<file path="src/rtl/hpt_pkg.sv">
// ----------------------------------------------------------------------------
// hpt_pkg: shared types and constants of the homogeneous point transform
// Fixed widths, register indexes and the lane control bundle.
// ----------------------------------------------------------------------------
`default_nettype none

package hpt_pkg;

    localparam int NUM_ROWS  = 4;
    localparam int COEF_W    = 16;
    localparam int ROW_W     = 64;
    localparam int CFG_IDX_W = 3;

    localparam logic [CFG_IDX_W-1:0] REG_MATRIX_ROW0 = 3'd0;
    localparam logic [CFG_IDX_W-1:0] REG_MATRIX_ROW1 = 3'd1;
    localparam logic [CFG_IDX_W-1:0] REG_MATRIX_ROW2 = 3'd2;
    localparam logic [CFG_IDX_W-1:0] REG_MATRIX_ROW3 = 3'd3;

    typedef struct packed {
        logic load_prod;
        logic load_sum;
    } hpt_ctrl_t;

endpackage

`default_nettype wire

</file>
<file path="src/rtl/hpt_merge.sv">
// ----------------------------------------------------------------------------
// hpt_merge: output register of the transform
// Gathers the four lane results, combines their saturation flags and
// holds the result transaction until the consumer takes it.
// ----------------------------------------------------------------------------
`default_nettype none

module hpt_merge #(
    parameter int COORD_WIDTH = 32,
    parameter int TDATA_W     = 128
) (
    input  wire                                       aclk,
    input  wire                                       aresetn,
    input  wire                                       in_valid,
    output logic                                      in_ready,
    input  wire  [hpt_pkg::NUM_ROWS*COORD_WIDTH-1:0]  lane_result,
    input  wire  [hpt_pkg::NUM_ROWS-1:0]              lane_sat,
    output logic                                      m_tvalid,
    input  wire                                       m_tready,
    output logic [TDATA_W-1:0]                        m_tdata,
    output logic [0:0]                                m_tuser
);

    logic               valid_reg;
    logic               valid_next;
    logic [TDATA_W-1:0] data_reg;
    logic               sat_reg;
    logic               load;

    assign in_ready   = !valid_reg || m_tready;
    assign load       = in_valid && in_ready;
    assign valid_next = load || (valid_reg && !m_tready);

    always_ff @(posedge aclk) begin
        if (!aresetn) begin
            valid_reg <= 1'b0;
        end else begin
            valid_reg <= valid_next;
        end
    end

    always_ff @(posedge aclk) begin
        if (load) begin
            data_reg <= TDATA_W'(lane_result);
            sat_reg  <= |lane_sat;
        end
    end

    assign m_tvalid   = valid_reg;
    assign m_tdata    = data_reg;
    assign m_tuser[0] = sat_reg;

endmodule

`default_nettype wire
</file>
<file path="config.mk">
export PLATFORM = sky130hd
export DESIGN_NAME = hpt_merge
export DESIGN_NICKNAME = d
export VERILOG_FILES = /design/src/rtl/hpt_pkg.sv /design/src/rtl/hpt_merge.sv
export SDC_FILE = /design/constraint.sdc
export NUM_CORES = 1
export LEC_CHECK = 0
export ABC_AREA = 1
export ABC_CLOCK_PERIOD_IN_PS = 10500
export BUFFER_PORTS_ARGS = -buffer_cell sky130_fd_sc_hd__buf_2
export CAP_MARGIN = 25
export CELL_PAD_IN_SITES_DETAIL_PLACEMENT = 1
export CELL_PAD_IN_SITES_GLOBAL_PLACEMENT = 1
export CORE_MARGIN = 1
export CORE_UTILIZATION = 32
export DETAILED_ROUTE_END_ITERATION = 16
export HOLD_SLACK_MARGIN = 0.12
export PLACE_DENSITY_LB_ADDON = 0.12
export SETUP_SLACK_MARGIN = 0.1
export SLEW_MARGIN = 30
export SYNTH_ARGS = -nofsm -noshare
export SYNTH_HDL_FRONTEND = slang
export SYNTH_SLANG_ARGS = --single-unit
export TNS_END_PERCENT = 50
</file>
<file path="constraint.sdc">
create_clock -name aclk -period 10.5 [get_ports aclk]
set_input_delay 1.05 -clock aclk [delete_from_list [all_inputs] [get_ports aclk]]
set_output_delay 1.05 -clock aclk [all_outputs]
set_load 0.05 [all_outputs]
</file>
* Word-level counts from Yosys, hierarchy flattened
Cells that the tools add are included.
Cells by class: reduce and logical (&&, ||, !) cells 7
Operators with widths (count):
- OR reduction 4 bit | 1
- logical AND 1 bit | 2
- logical NOT 1 bit | 2
- logical OR 1 bit | 2
Storage, ports and cells: bits in registers 130, bits of input ports 136, logic and storage cells 10

* Logic depth before layout (Yosys ltp)
depth in word-level cells 4, depth in mapped cells 3, gate-level depth less buffers 3

* Least setup slack after synthesis
OpenSTA, ideal clock, no wires.
path kind input to register, start in in_valid, end reg data_reg[0], in the netlist m_tdata[0], enable pin, cell stages on the path 2, path buffers 0, data arrival time 7.321 ns, data required time 9.841 ns, library setup time 0.659 ns, path slack 2.519 ns, path through inv_1 a21oi_1
On the way: word-level cells in the longest chain between the ends 1
RTL lines:
- from (decl) | RTL line hpt_merge.sv:14 | input wire in_valid,
- logical AND 1 bit | RTL line hpt_merge.sv:31 | assign load = in_valid && in_ready;
- named net load | RTL line hpt_merge.sv:28 | logic load;
- to (signal assigned) | RTL line hpt_merge.sv:44 | data_reg <= TDATA_W'(lane_result);
- to (decl) | RTL line hpt_merge.sv:26 | logic [TDATA_W-1:0] data_reg;
The timed path passes the listed nets, and every way through them passes these cells. A chain may end at the register's enable or synchronous reset.

* Worst setup path after layout
start in m_tready, end out in_ready
On the way: word-level cells in the longest chain between the ends 1
RTL lines:
- from (decl) | RTL line hpt_merge.sv:19 | input wire m_tready,
- logical OR 1 bit | RTL line hpt_merge.sv:30 | assign in_ready = !valid_reg || m_tready;
- to (decl) | RTL line hpt_merge.sv:15 | output logic in_ready,
Every way passes these cells.

==> impl_metrics.json <==
{
  "path_cells": "buf_2 -> inv_2 -> nand2_2 -> buf_2",
  "period_minus_slack_ns": 2.55,
  "portBuffers": 266,
  "setup_viol": 0,
  "cts_sinks": 130,
  "reg2regPathDepth": 2,
  "drive_above_1_share_pct": 67.2,
  "cp.arrival_ns": 1.50,
  "antenna_found_initial": 1,
  "layout.nets": 562,
  "crit_fanout": 2,
  "pre_cts_slack_ns": 7.89,
  "synth_area_leaders": "edfxtp_1, dfxtp_1, a21oi_2",
  "place_inst": 554,
  "ant_nets": 0,
  "core_sq_mm": 0.0120,
  "whs_ns": 0.544,
  "synth_edf_count": 129,
  "layout_setup_ws_ns": 7.95,
  "route.detailed.drc": 0,
  "timing.fmax_ghz": 0.392,
  "cts_buffers": 17,
  "cts-resized-gates": 0,
  "drv_cap": 0,
  "worst_pin_slew_ns": 0.775,
  "yosysWarningCount": 0,
  "grt_pass1_wl_mm": 13.9,
  "power_frac_seq_pct": 47.3,
  "clk_path_buf_depth": 2,
  "synth.top_cell.area_share_pct": 98.4,
  "drv_slew": 0,
  "first_iter_violations": 101,
  "combPwrFrac_pct": 13.2,
  "die_y_um": 113,
  "place_congestion": 0.698,
  "track_usage_pct": 15.6,
  "status": "completed",
  "clkSlewWorstSetupHoldPaths_ns": 0.05,
  "slew_headroom_pct": 48.4,
  "final-hold-violation-count": 0,
  "fin_crit_sh_pct": 24.3,
  "ys_types": 9,
  "drt-pass1-iter-count": 4,
  "fin_worst_skew_ns": 0.00374,
  "grt_overflow_total": 0,
  "drt_wl_total_mm": 9.74,
  "p_leak_uw": 0.00259,
  "switchingPower_uw": 335,
  "placed_area_sq_mm": 0.00548,
  "min_delay_path_depth": 2,
  "syn_nets": 275,
  "ctsHoldBuffers": 0,
  "rows": 40,
  "swShare_pct": 25.7,
  "cellInternalPower_uw": 966,
  "syn_inst": 139,
  "ir_drop_v": 0.000119,
  "syn_area_sq_mm": 0.00394,
  "hold_path_class": "reg -> reg",
  "end_kind": "output port",
  "yosysTopAreaCell": "edfxtp_1",
  "grt_max_degree": 86,
  "final_cells": 587,
  "stdcell_area_sq_mm": 0.00600,
  "clock_latency_ns": 0.41,
  "grt_pass1_vias": 2623,
  "die_w_um": 113,
  "worstPathRequired_ns": 9.45,
  "start_kind": "input pin",
  "critPathSlowestCell": "buf_2",
  "drt-wirelength-per-cell_um": 16.6,
  "crit_path_frequent_cell": "buf_2",
  "synth_seq_area_share_pct": 98.9,
  "cts-root-buf": "clkbuf_16",
  "max_stage_delay_ns": 0.26,
  "worstSetupPathType": "in -> out",
  "cts_tree": "done",
  "clock_power_share_pct": 39.5,
  "syn_to_final_growth_pct": 52.4,
  "ys_seq_elements": 130,
  "avgViaCountPerCell": 4.16,
  "dp_hpwl_mm": 7.39,
  "p_per_area_mw_per_mm2": 217,
  "ys.flop_type": "edfxtp_1",
  "tns_ns": 0,
  "htree_levels": 4,
  "post_cts_buffers": 0,
  "start_util_pct": 32.8,
  "ios": 267,
  "synth_most_common_cell": "edfxtp_1",
  "synth-async-reset-ratio_pct": 0,
  "rsz0062_at_grt": "no",
  "avgSynthCellArea_sq_um": 28.3,
  "fp.dieArea_sq_mm": 0.0127,
  "synth_commonest_cells": "edfxtp_1, inv_1, nor2_1",
  "vias": 2444
}
## worst paths after layout
kind / start / to / slack (ns)
min reg2reg: m_tvalid / m_tvalid / 0.54
max reg2reg: m_tvalid / m_tdata[71] / 8.93
max: m_tready / in_ready / 7.95
min: m_tvalid / m_tvalid / 0.54
## cell usage in the layout, fill, tap and decap left out
| master | n |
|---|---|
| clkinv_2 | 5 |
| clkbuf_16 | 17 |
| dfxtp_1 | 1 |
| buf_4 | 1 |
| bufinv_16 | 1 |
| inv_2 | 1 |
| diode_2 | 1 |
| clkbuf_1 | 7 |
| a21oi_2 | 1 |
| nand2_1 | 1 |
| nor2_1 | 2 |
| edfxtp_1 | 129 |
| nand2_2 | 1 |
| a21oi_4 | 1 |
| inv_1 | 2 |
| buf_6 | 1 |
| clkinv_1 | 2 |
| buf_2 | 266 |
## area by class of cell
class,count,area [sq um]
Timing Repair Buffer,268,1350
Inverter,3,11.3
Clock inverter,8,62.6
Fill cell,1211,6010
Tap cell,147,184
Antenna cell,1,2.50
Clock buffer,24,452
Multi-Input combinational cell,6,42.5
Sequential cell,130,3890
## cell families (layout without fill, tap and decap cells)
group                  Yosys count  count (layout)  synth area share, %
AOI/OAI and AO/OA                2               2                0.350
buffers and inverters            3             303                0.286
DFF                            130             130                 98.9
other                            0               1                    0
and+or+nand+nor                  4               4                0.445
## per-layer routing
layer  wire (um)  up-vias  part of all wire [%]  global-route usage, %
li1            -     1139                     -                      -
met1        3230     1130                    33                   14.3
met2        5080      153                    52                   26.7
met3        1130       20                    12                   9.11
met4         291        2                   3.0                   9.47
met5           9        -                 0.092                      0
## state kept, by name, indices dropped and copies added (netlist names)
register,count
m_tdata,128
m_tuser,1
m_tvalid,1
## critical path: cells and delay by family
kind / cells / cell delay [ns]
buf+inv: 3 / 0.39
simple gates: 1 / 0.06
## power groups by stage
stage | clock network [uW] | registers (uW) | logic [uW]
3_3_place_gp | 0 | 625 | 171
4_1_cts | 531 | 616 | 173
5_1_grt | 549 | 618 | 178
2_1_floorplan | 0 | 736 | 10.5
3_5_place_dp | 0 | 626 | 173
6_report | 514 | 615 | 171
## metrics by stage
stage	utilization, %	total power (uW)
final	49.9	1300
after CTS	49.9	1320
after global routing	49.9	1340
after floorplan	-	747
after global placement	45.6	796
after detailed placement	45.6	799
Power figures use the tool's default switching activity.
